[config.mk]
export PLATFORM = sky130hd
export DESIGN_NAME = pawl_disengage_sequencer_unit
export DESIGN_NICKNAME = d
export VERILOG_FILES = /design/src/design/pds_pkg.sv /design/src/design/pawl_disengage_sequencer_unit.sv
export SDC_FILE = /design/constraint.sdc
export NUM_CORES = 1
export LEC_CHECK = 0
export CORE_UTILIZATION = 60
export CTS_BUF_LIST = sky130_fd_sc_hd__clkbuf_4 sky130_fd_sc_hd__clkbuf_8
export DETAILED_ROUTE_END_ITERATION = 10
export DONT_BUFFER_PORTS = 1
export PLACE_DENSITY_LB_ADDON = 0.12
export SYNTH_ARGS = -nofsm -noshare
export SYNTH_HDL_FRONTEND = slang
export SYNTH_SLANG_ARGS = --single-unit
[constraint.sdc]
create_clock -name clk -period 5.1 [get_ports clk]
set_input_delay 1.275 -clock clk [delete_from_list [all_inputs] [get_ports clk]]
set_output_delay 1.275 -clock clk [all_outputs]
set_load 0.005 [all_outputs]
[src/design/pds_pkg.sv]
// Shared types and constants for the pawl disengage sequencer.
// No dependencies; imported by pawl_disengage_sequencer_unit.
package pds_pkg;

  // Item kinds on the input stream (carried in s_tuser).
  localparam logic [1:0] MODE_START      = 2'd0;
  localparam logic [1:0] MODE_MOTOR_DONE = 2'd1;
  localparam logic [1:0] MODE_READING    = 2'd2;

  // Start directions, also used as the active side code.
  localparam logic [1:0] SIDE_LEFT  = 2'd0;
  localparam logic [1:0] SIDE_RIGHT = 2'd1;
  localparam logic [1:0] SIDE_REST  = 2'd2;
  localparam logic [1:0] SIDE_NONE  = 2'd3;

  // Sensor select codes.
  localparam logic [1:0] SENSE_LEFT  = 2'd0;
  localparam logic [1:0] SENSE_CAM   = 2'd1;
  localparam logic [1:0] SENSE_RIGHT = 2'd2;

  // Completion status codes.
  localparam logic [2:0] ST_OK          = 3'd0;
  localparam logic [2:0] ST_FIRST_FAIL  = 3'd1;
  localparam logic [2:0] ST_ALREADY     = 3'd2;
  localparam logic [2:0] ST_PULSE_LIMIT = 3'd3;
  localparam logic [2:0] ST_READ_LIMIT  = 3'd4;

  // Configuration register indexes.
  localparam logic [2:0] REG_LEFT_THRESHOLD  = 3'd0;
  localparam logic [2:0] REG_RIGHT_THRESHOLD = 3'd1;
  localparam logic [2:0] REG_CAM_LOWER       = 3'd2;
  localparam logic [2:0] REG_CAM_UPPER       = 3'd3;
  localparam logic [2:0] REG_CAM_OFFSET      = 3'd4;
  localparam logic [2:0] REG_TRY_LIMIT       = 3'd5;

  // Reset values and fixed pulse timing.
  localparam logic signed [16:0] CAM_LOWER_RESET  = -17'sd100;
  localparam logic signed [16:0] CAM_UPPER_RESET  = 17'sd100;
  localparam logic [15:0]        CAM_OFFSET_RESET = 16'd14781;
  localparam logic [7:0]         TRY_LIMIT_RESET  = 8'd10;
  localparam logic [6:0]         PULSE_TIME_INIT  = 7'd50;
  localparam logic [6:0]         PULSE_TIME_STEP  = 7'd5;
  localparam logic [6:0]         SIDE_PULSE_TIME  = 7'd100;

  typedef enum logic [3:0] {
    PH_IDLE  = 4'b0001,
    PH_FIRST = 4'b0010,
    PH_MOTOR = 4'b0100,
    PH_READ  = 4'b1000
  } phase_t;

  // One result item, last field in the lowest bits.
  typedef struct packed {
    logic [2:0] status;
    logic       finished;
    logic [1:0] sensor_select;
    logic       sensor_request;
    logic [6:0] motor_time;
    logic       motor_speed;
    logic       motor_forward;
    logic       motor_start;
  } result_t;

endpackage

[src/design/pawl_disengage_sequencer_unit.sv]
// Top level of the pawl disengage sequencer: event decode, state update and
// a two-deep output buffer. Depends on pds_pkg.

// Pawl disengage sequencer. Every accepted input item (start command, motor
// finished event or sensor reading, kind in s_tuser) produces exactly one
// result item, all zero when the event causes no action. The block takes one
// item per clock while s_tready is high: the decision is a single pass of
// compare-and-count logic between the sequencer state registers and the
// output register, which holds the result for the master side. A skid
// register behind the output register keeps s_tready high for one more item
// while a result waits; s_tready drops only when both hold a result.
// Configuration writes are taken in any cycle (cfg_ready is always high);
// write them only while no sequence is running. Writes to indexes beyond the
// register list are dropped.
module pawl_disengage_sequencer_unit (
  input  logic        clk,
  input  logic        rst,
  // input stream
  input  logic        s_tvalid,
  output logic        s_tready,
  input  logic [23:0] s_tdata,   // direction[1:0], sensor_valid[2], sensor_value[18:3]
  input  logic [1:0]  s_tuser,   // mode[1:0]
  // result stream
  output logic        m_tvalid,
  input  logic        m_tready,
  output logic [23:0] m_tdata,   // motor_start[0], motor_forward[1], motor_speed[2],
                                 // motor_time[9:3], sensor_request[10],
                                 // sensor_select[12:11], finished[13], status[16:14]
  // configuration write channel
  input  logic        cfg_valid,
  output logic        cfg_ready,
  input  logic [2:0]  cfg_index,
  input  logic [16:0] cfg_data
);
  import pds_pkg::*;

  // Configuration registers.
  logic [15:0]        left_threshold;
  logic [15:0]        right_threshold;
  logic signed [16:0] cam_lower;
  logic signed [16:0] cam_upper;
  logic [15:0]        cam_offset;
  logic [7:0]         try_limit;

  // Sequencer state.
  phase_t     phase, phase_next;
  logic [1:0] active_side, active_side_next;
  logic [7:0] pulse_count, pulse_count_next;
  logic [7:0] read_count, read_count_next;
  logic [6:0] pulse_time, pulse_time_next;

  // Output buffer.
  result_t out_q, skid_q, res;
  logic    out_valid, skid_valid;

  // Input fields.
  logic [1:0]  in_mode;
  logic [1:0]  in_dir;
  logic        in_valid;
  logic [15:0] in_value;

  logic accept, take;

  logic               do_judge, first;
  logic signed [16:0] cam;
  logic               in_win, cam_pos;
  logic [15:0]        thr;
  logic [1:0]         side_sel;

  assign in_mode  = s_tuser;
  assign in_dir   = s_tdata[1:0];
  assign in_valid = s_tdata[2];
  assign in_value = s_tdata[18:3];

  assign s_tready  = ~skid_valid;
  assign accept    = s_tvalid & s_tready;
  assign take      = m_tvalid & m_tready;
  assign m_tvalid  = out_valid;
  assign m_tdata   = {7'd0, out_q};
  assign cfg_ready = 1'b1;

  // Window and threshold checks against the current reading.
  assign cam     = $signed({1'b0, in_value}) - $signed({1'b0, cam_offset});
  assign in_win  = (cam >= cam_lower) && (cam <= cam_upper);
  assign cam_pos = ~cam[16] && (cam != 17'sd0);
  assign thr     = (active_side == SIDE_LEFT) ? left_threshold : right_threshold;

  always_comb begin
    case (active_side)
      SIDE_LEFT:  side_sel = SENSE_LEFT;
      SIDE_RIGHT: side_sel = SENSE_RIGHT;
      default:    side_sel = SENSE_CAM;
    endcase
  end

  // Decide the result and next state for one item.
  always_comb begin
    res              = '0;
    phase_next       = phase;
    active_side_next = active_side;
    pulse_count_next = pulse_count;
    read_count_next  = read_count;
    pulse_time_next  = pulse_time;
    do_judge         = 1'b0;
    first            = 1'b0;

    case (in_mode)
      MODE_START: begin
        pulse_count_next = '0;
        read_count_next  = '0;
        pulse_time_next  = PULSE_TIME_INIT;
        if (in_dir == SIDE_NONE) begin
          active_side_next = SIDE_LEFT;
          res.finished     = 1'b1;
          res.status       = ST_OK;
          phase_next       = PH_IDLE;
        end else begin
          active_side_next = in_dir;
          res.sensor_request = 1'b1;
          case (in_dir)
            SIDE_LEFT:  res.sensor_select = SENSE_LEFT;
            SIDE_RIGHT: res.sensor_select = SENSE_RIGHT;
            default:    res.sensor_select = SENSE_CAM;
          endcase
          phase_next = PH_FIRST;
        end
      end
      MODE_MOTOR_DONE: begin
        if (phase == PH_MOTOR) begin
          res.sensor_request = 1'b1;
          res.sensor_select  = side_sel;
          phase_next         = PH_READ;
        end
      end
      MODE_READING: begin
        if (phase == PH_FIRST) begin
          if (!in_valid) begin
            res.finished = 1'b1;
            res.status   = ST_FIRST_FAIL;
            phase_next   = PH_IDLE;
          end else begin
            do_judge = 1'b1;
            first    = 1'b1;
          end
        end else if (phase == PH_READ) begin
          if (read_count >= try_limit) begin
            res.finished = 1'b1;
            res.status   = ST_READ_LIMIT;
            phase_next   = PH_IDLE;
          end else if (!in_valid) begin
            // Count the failed attempt and ask again.
            read_count_next    = read_count + 8'd1;
            res.sensor_request = 1'b1;
            res.sensor_select  = side_sel;
            phase_next         = PH_READ;
          end else begin
            read_count_next = '0;
            do_judge        = 1'b1;
          end
        end
      end
      default: begin
      end
    endcase

    if (do_judge) begin
      if (active_side == SIDE_REST) begin
        if (first) begin
          if (in_win) begin
            res.finished = 1'b1;
            res.status   = ST_ALREADY;
            phase_next   = PH_IDLE;
          end else begin
            res.motor_start   = 1'b1;
            res.motor_forward = ~cam_pos;
            res.motor_speed   = 1'b0;
            res.motor_time    = pulse_time;
            phase_next        = PH_MOTOR;
          end
        end else if (pulse_count >= try_limit) begin
          res.finished = 1'b1;
          res.status   = ST_PULSE_LIMIT;
          phase_next   = PH_IDLE;
        end else begin
          // Advance the count and shorten the next pulse, saturating at zero.
          pulse_count_next = pulse_count + 8'd1;
          pulse_time_next  = (pulse_time >= PULSE_TIME_STEP) ?
                             pulse_time - PULSE_TIME_STEP : 7'd0;
          if (in_win) begin
            res.finished = 1'b1;
            res.status   = ST_OK;
            phase_next   = PH_IDLE;
          end else begin
            res.motor_start   = 1'b1;
            res.motor_forward = ~cam_pos;
            res.motor_speed   = 1'b0;
            res.motor_time    = pulse_time_next;
            phase_next        = PH_MOTOR;
          end
        end
      end else begin
        if (in_value <= thr) begin
          res.finished = 1'b1;
          res.status   = first ? ST_ALREADY : ST_OK;
          phase_next   = PH_IDLE;
        end else if (pulse_count >= try_limit) begin
          res.finished = 1'b1;
          res.status   = ST_PULSE_LIMIT;
          phase_next   = PH_IDLE;
        end else begin
          pulse_count_next  = pulse_count + 8'd1;
          res.motor_start   = 1'b1;
          res.motor_forward = (active_side == SIDE_RIGHT);
          res.motor_speed   = 1'b1;
          res.motor_time    = SIDE_PULSE_TIME;
          phase_next        = PH_MOTOR;
        end
      end
    end
  end

  // Configuration registers.
  always_ff @(posedge clk) begin
    if (rst) begin
      left_threshold  <= '0;
      right_threshold <= '0;
      cam_lower       <= CAM_LOWER_RESET;
      cam_upper       <= CAM_UPPER_RESET;
      cam_offset      <= CAM_OFFSET_RESET;
      try_limit       <= TRY_LIMIT_RESET;
    end else if (cfg_valid && cfg_ready) begin
      case (cfg_index)
        REG_LEFT_THRESHOLD:  left_threshold  <= cfg_data[15:0];
        REG_RIGHT_THRESHOLD: right_threshold <= cfg_data[15:0];
        REG_CAM_LOWER:       cam_lower       <= $signed(cfg_data);
        REG_CAM_UPPER:       cam_upper       <= $signed(cfg_data);
        REG_CAM_OFFSET:      cam_offset      <= cfg_data[15:0];
        REG_TRY_LIMIT:       try_limit       <= cfg_data[7:0];
        default: begin
        end
      endcase
    end
  end

  // Sequencer state: advance on every accepted item.
  always_ff @(posedge clk) begin
    if (rst) begin
      phase       <= PH_IDLE;
      active_side <= SIDE_LEFT;
      pulse_count <= '0;
      read_count  <= '0;
      pulse_time  <= PULSE_TIME_INIT;
    end else if (accept) begin
      phase       <= phase_next;
      active_side <= active_side_next;
      pulse_count <= pulse_count_next;
      read_count  <= read_count_next;
      pulse_time  <= pulse_time_next;
    end
  end

  // Output register and skid register: drain the skid first to keep order.
  always_ff @(posedge clk) begin
    if (rst) begin
      out_valid  <= 1'b0;
      skid_valid <= 1'b0;
    end else if (!out_valid || take) begin
      if (skid_valid) begin
        out_valid  <= 1'b1;
        skid_valid <= 1'b0;
      end else begin
        out_valid <= accept;
      end
    end else if (accept) begin
      skid_valid <= 1'b1;
    end
  end

  always_ff @(posedge clk) begin
    if (!out_valid || take) begin
      if (skid_valid) begin
        out_q <= skid_q;
      end else if (accept) begin
        out_q <= res;
      end
    end else if (accept) begin
      skid_q <= res;
    end
  end

  // Skid stage only ever holds an item behind a full output register.
  a_skid_behind_out: assert property (@(posedge clk) disable iff (rst)
    skid_valid |-> out_valid)
    else $error("skid register holds an item while output register is empty");

  // A finishing result never also drives the motor or asks for a reading.
  a_finish_exclusive: assert property (@(posedge clk) disable iff (rst)
    (out_valid && out_q.finished) |-> (!out_q.motor_start && !out_q.sensor_request))
    else $error("finished result also starts motor or requests a reading");

  // A finished sequence leaves the sequencer idle.
  a_finish_idle: assert property (@(posedge clk) disable iff (rst)
    (accept && res.finished) |=> (phase == PH_IDLE))
    else $error("sequence finished but phase is not idle");

  // A motor pulse always leaves the sequencer waiting on the motor.
  a_pulse_waits: assert property (@(posedge clk) disable iff (rst)
    (accept && res.motor_start) |=> (phase == PH_MOTOR))
    else $error("motor pulse issued without entering motor wait");

  // A result waiting with no room downstream keeps its value.
  a_out_hold: assert property (@(posedge clk) disable iff (rst)
    (out_valid && !m_tready) |=> (out_valid && $stable(out_q)))
    else $error("stalled result changed");

endmodule

==> results of run 1 <==
[state kept, by name (all words and copies together), names as in the netlist]
name / cells
active_side: 2
cam_lower: 17
cam_offset: 16
cam_upper: 17
left_threshold: 16
m_tdata: 17
m_tvalid: 1
phase: 4
pulse_count: 8
pulse_time: 7
read_count: 8
right_threshold: 16
skid_q: 17
skid_valid: 1
try_limit: 8
[worst max path at each step]
stage | start | endpoint | slack, ns | depth (start not counted)
after global routing | s_tdata[3] | m_tdata[9]$_DFFE_PP_ | -0.01 | 19
after CTS | s_tdata[3] | phase[2]$_SDFFE_PP0P_ | 0.13 | 20
final | s_tdata[3] | m_tdata[3]$_DFFE_PP_ | 0.27 | 19
after floorplan | s_tdata[3] | m_tdata[9]$_DFFE_PP_ | 0.04 | 17
after detailed placement | s_tdata[3] | phase[2]$_SDFFE_PP0P_ | -0.36 | 20
after global placement | s_tdata[3] | phase[2]$_SDFFE_PP0P_ | -0.27 | 20
[cell type report]
type                    instances  area share (%)
multi-input cells             831           53.91
flip-flops and latches        155           34.18
inverters                      85           3.167
repair buffers                 34           2.534
well taps                     188           2.335
clock buffers                  17           2.322
clock inverters                15           1.552
[synthesized netlist by cell type (11+ instances only)]
cell and number:
a211o_1 15, a21o_1 21, a21oi_1 111, a31oi_1 13, and2_1 12, clkbuf_1 40, dfxtp_1 121, edfxtp_1 34
ha_1 90, inv_1 84, mux2i_1 23, nand2_1 204, nand2b_1 13, nand3_1 29, nand3b_1 16, nand4_1 17
nor2_1 63, nor2b_1 11, nor3_1 21, o21ai_0 26
[tightest hold or removal path, stage by stage (launching register included)]
cell	delay, ns
dfxtp_1	0.32
nand2_1	0.05
a21oi_1	0.05
[logic make-up after synthesis]
group / Yosys count
AO/OA/AOI/OAI: 255
XOR/XNOR: 20
adder cells (fa/ha/maj): 91
buffers and inverters: 138
flip-flops: 155
multiplexers: 32
other: 2
AND/OR/NAND/NOR: 425
[repair_timing]
item / in CTS / in global routing
hold endpoints to repair: 0 / 0
endpoints found under the setup margin: 0 / 11
hold buffers: 0 / 0
resized for setup: 0 / 8
buffers inserted: 0 / 1
[power by group]
part / switching [mW] / internal (mW)
Sequential: 0.0190 / 1.29
Clock: 0.539 / 0.406
Combinational: 0.220 / 0.169
Total: 0.778 / 1.86
[per-stage QoR]
step	setup slack [ns]	TNS (ns)
floorplan	0.03636	0
global placement	-0.2709	-2.550
detailed placement	-0.3619	-4.226
CTS	0.1275	0
global route	-0.01271	-0.01271
finish	0.2739	0
[layer usage]
metal  vias to the layer above  track usage, %
li1                       3927               -
met1                      3653           41.37
met2                       185           44.95
met3                        24           5.272
met4                         0           7.512
met5                         -               0
==> flow_metrics.tcl, run 1 <==
set metrics [dict create \
    outcome "finished, final reports clean" \
    synth_edf_count 34 \
    avgSynthCellArea_um2 8.335 \
    synth-main-ff-cell "dfxtp_1" \
    synth-xor-area-share_pct 1.880 \
    syn_area_um2 9319 \
    port_buffers 0 \
    fin_crit_sh_pct 94.63 \
    path_max_fanout 6 \
    stdcell_count 1325 \
    cts_max_path_buffers 2 \
    fin_skew_ns 0.01041 \
    worstReg2RegStart "cam_offset[0]$_SDFFE_PP1P_" \
    crit_buf_inv 3 \
    core-area_um2 15200 \
    whs_endpoint "cam_offset[1]$_SDFFE_PP0P_" \
    p_leak_nw 4.249 \
    synth_area_leaders "dfxtp_1 26%, ha_1 12%, edfxtp_1 11%, nand2_1 8.2%, a21oi_1 6.0%" \
    dr_wl_met2_um 9767 \
    drt_iter0_drc 653 \
    final-seq-area_um2 3443 \
    post_drt_wl_per_cell_um 16.81 \
    crit_path_start_kind "input port" \
    drcViolationCount 0 \
    hold_violations 0 \
    multi_input_comb_area_um2 5431 \
    nets 1266 \
    timing.slew.headroom_pct 31.98 \
    synth_largest_area_cell "dfxtp_1" \
    slew_violations 0 \
    vias 7789 \
    dp_hpwl_um 16440 \
    setup_viol 0 \
    grt_pass1_wl_um 37000 \
    n_fill_cell 1313 \
    clk_latency_ns 0.47 \
    grt_usage_pct 28.94 \
    start_util_pct 61.30 \
    h-tree-depth 4 \
    clock-sinks 155 \
    top_layer "met4" \
    dpl_cell_area_um2 9638 \
    synth-simple-area-share_pct 21.63 \
    powerDensity_nw_per_um2 261.9 \
    fin_area_um2 10070 \
    crit_required_ns 5.33 \
    dp_cells 1292 \
    ys_ff_latch 155 \
    avgViaCountPerCell 5.878 \
    path_class "in2reg" \
    cts_buffers 17 \
    cp-end-kind "flop" \
    worstPathArrival_ns 5.06 \
    slowest_stage "a221o_1" \
    layout_commonest_cell "nand2_1" \
    worst_slew_pin_slew_ns 1.015 \
    synthCells 1118 \
    die_x_um 126.6 \
    drive_above_1_share_pct 9.411 \
    timing.reg2reg.setup_slack_ns 0.84 \
    final_util_pct 66.27 \
    route.met3.wl_um 1167 \
    synth_compound_area_share_pct 17.62 \
    ir_worst_vdd_mv 0.2263 \
    synth_top_area_share_pct 25.99 \
    r2r_cells 18 \
    min_path_cells 2 \
    ant_nets 0 \
    layout_min_cycle_time_ns 4.826 \
    cts_tree "done" \
    yosysWarnings 0 \
    crit_family "compound AO/OA/AOI/OAI gates" \
    max_stage_delay_ns 0.36 \
    num_rows 45 \
    synth_top_family_by_area "simple AND/OR/NAND/NOR gates" \
    io_pins 78 \
    synth-adder-area-share_pct 12.30 \
    holdCritStartpoint "cam_offset[1]$_SDFFE_PP0P_" \
    cap_violations 0 \
    routabilityCongestion 0.9428 \
    cts-root-buf "clkbuf_8" \
    grt_max_degree 110 \
    wirelength_met1_um 11060 \
    antennaDiodeCount 0 \
    clk_pin_slew_worst_paths_ns 0.10 \
    synthMuxAreaShare_pct 3.558 \
    grt_pass1_vias 7386 \
    dieArea_um2 16030 \
    holdWs_ns 0.4541 \
    layout_common_cells "204 x nand2_1, 121 x dfxtp_1, 110 x a21oi_1" \
    clock.fmax_mhz 207.2 \
    rr_endpoint "m_tdata[3]$_DFFE_PP_" \
    antenna_found_initial 0 \
    die_h_um 126.6 \
    p_total_mw 2.638 \
    ys_seq_area_share_pct 36.95 \
    async_flop_share_pct 0 \
    crit_path_cell_trace "inv_1 -> ha_1 -> inv_1 -> fa_2 -> a21o_1 -> a221oi_4 -> o211ai_1 -> a221o_1 -> xor2_1 -> buf_4 -> ha_1 -> nand3_1 -> nor2_1 -> nand3_1 -> a41o_1 -> a32oi_4 -> nor2_4 -> and2_1 -> mux2_2" \
    syn_to_final_growth_pct 8.110 \
    hold_class "reg2reg" \
    yosysUniqueCellTypes 74 \
    first_pass_iters 8 \
    overflow 0 \
    wirelength_um 22270 \
]
Note: power is estimated with default switching activity, not from simulation.
==> run 2: changes to the inputs <==
CORE_ASPECT_RATIO = 0.75   (was unset)
==> run 2 against run 1 <==
Sequential power about the same. Sequential cell count unchanged. Die area about the same. Register-to-register slack worse by 0.09 ns. Utilization up 0.12 points. Worst setup slack worse by 0.12 ns. Maximum frequency down 2.4%. Non-clock buffer count up 1. Clock skew up 0.0035 ns. First-iteration DRC count up 23%. Clock-buffer cell count unchanged. Critical path type unchanged.
==> flow_metrics.tcl, run 2 (synthesis gave the netlist of run 1 again) <==
set metrics [dict create \
    post_drt_wl_per_cell_um 17.71 \
    nets 1267 \
    clk_pin_slew_worst_paths_ns 0.10 \
    cp-end-kind "flop" \
    grt_pass1_vias 7119 \
    core-area_um2 15220 \
    final-seq-area_um2 3443 \
    cts_max_path_buffers 2 \
    avgViaCountPerCell 5.999 \
    cts_tree "done" \
    drive_above_1_share_pct 9.578 \
    n_fill_cell 1355 \
    dp_cells 1310 \
    layout_commonest_cell "nand2_1" \
    multi_input_comb_area_um2 5443 \
    start_util_pct 61.21 \
    grt_max_degree 110 \
    syn_to_final_growth_pct 8.472 \
    ir_worst_vdd_mv 0.1924 \
    cts-root-buf "clkbuf_8" \
    io_pins 78 \
    clock.fmax_mhz 202.2 \
    outcome "finished, final reports clean" \
    crit_path_start_kind "input port" \
    slew_violations 0 \
    dp_hpwl_um 17460 \
    drt_iter0_drc 803 \
    path_max_fanout 6 \
    fin_crit_sh_pct 96.97 \
    layout_min_cycle_time_ns 4.946 \
    port_buffers 0 \
    crit_required_ns 5.34 \
    grt_usage_pct 30.05 \
    cap_violations 0 \
    timing.slew.headroom_pct 26.15 \
    layout_common_cells "204 x nand2_1, 121 x dfxtp_1, 111 x a21oi_1" \
    die_x_um 145.9 \
    die_h_um 109.9 \
    antenna_found_initial 0 \
    clock-sinks 155 \
    vias 8057 \
    worst_slew_pin_slew_ns 1.102 \
    antennaDiodeCount 0 \
    rsz0062_at_grt "yes" \
    ant_nets 0 \
    drcViolationCount 0 \
    path_class "in2reg" \
    num_rows 39 \
    routabilityCongestion 0.9075 \
    h-tree-depth 4 \
    wirelength_um 23780 \
    p_leak_nw 4.264 \
    powerDensity_nw_per_um2 261.7 \
    cts_buffers 17 \
    overflow 0 \
    clk_latency_ns 0.48 \
    setup_viol 0 \
    dpl_cell_area_um2 9667 \
    stdcell_count 1343 \
    hold_class "reg2reg" \
    grt_pass1_wl_um 37080 \
    first_pass_iters 5 \
    fin_area_um2 10110 \
    fin_skew_ns 0.01393 \
    worstPathArrival_ns 5.19 \
    dieArea_um2 16040 \
    hold_violations 0 \
]
-- run 2: cell count changes in the layout (fill, tap and decap cells not counted), sizes merged --
cell and delta:
buf +1, clkinv +1, clkinvlp -1
-- run 2: metrics by stage --
step	TNS (ns)	power (mW)	setup WS, ns	utilization [%]	hold WS (ns)
finish	0	2.645	0.1544	66.40	0.4532
global route	-0.05431	2.751	-0.02716	66.40	0.4695
CTS	0	2.631	0.1403	66.02	0.4531
detailed placement	-4.364	1.712	-0.3542	63.49	0.4405
global placement	-2.913	1.702	-0.2735	63.49	0.4350
floorplan	0	1.618	0.03636	-	0.4329
-- run 2: metal layers --
metal / up-vias / share of wire [%] / routed length, um / GRT usage [%]
met1: 3774 / 48 / 11330 / 44.26
met5: - / 0 / 0 / 0
met3: 30 / 10 / 2470 / 8.589
met4: 0 / 1.4 / 332 / 8.271
met2: 313 / 41 / 9640 / 42.24
li1: 3940 / - / - / -
-- run 2: timing repair --
action,4_1_cts,5_1_grt
buffers inserted,0,1
setup endpoints to repair,0,13
hold buffers,0,0
resized for setup,0,9
-- run 2: critical path, cell delays in order --
cell and delay (ns):
inv_1 0.11, ha_1 0.18, inv_1 0.07, fa_2 0.34
a21o_1 0.22, a221oi_4 0.28, o211ai_1 0.15, a221o_1 0.38
xor2_1 0.17, buf_4 0.16, ha_1 0.30, nand3_1 0.13
nor2_1 0.12, nand3_1 0.09, a41o_1 0.30, a32oi_4 0.33
nor2_2 0.11, and2_1 0.22, mux2_2 0.27
-- run 2: layout make-up --
class,instances,share of cell area [%]
clock inverters,15,1.485
multi-input cells,831,53.84
inverters,85,3.156
flip-flops and latches,155,34.06
clock buffers,17,2.315
repair buffers,35,2.599
well taps,205,2.537
-- run 2: final timing paths --
check	end	from	slack (ns)	cells after the start
worst max register to register	m_tdata[4]$_DFFE_PP_	cam_offset[0]$_SDFFE_PP1P_	0.75	18
worst min-delay path	try_limit[2]$_SDFFE_PP0P_	try_limit[2]$_SDFFE_PP0P_	0.45	2
worst min register to register	try_limit[2]$_SDFFE_PP0P_	try_limit[2]$_SDFFE_PP0P_	0.45	2
worst max-delay path	m_tdata[4]$_DFFE_PP_	s_tdata[3]	0.15	19
-- run 2: where the power goes --
part           leakage (nW)  total [mW]  internal [mW]  switching (mW)
sequential             1.29        1.31           1.29          0.0202
clock                 0.196       0.942          0.403           0.539
combinational          2.78       0.398          0.170           0.228
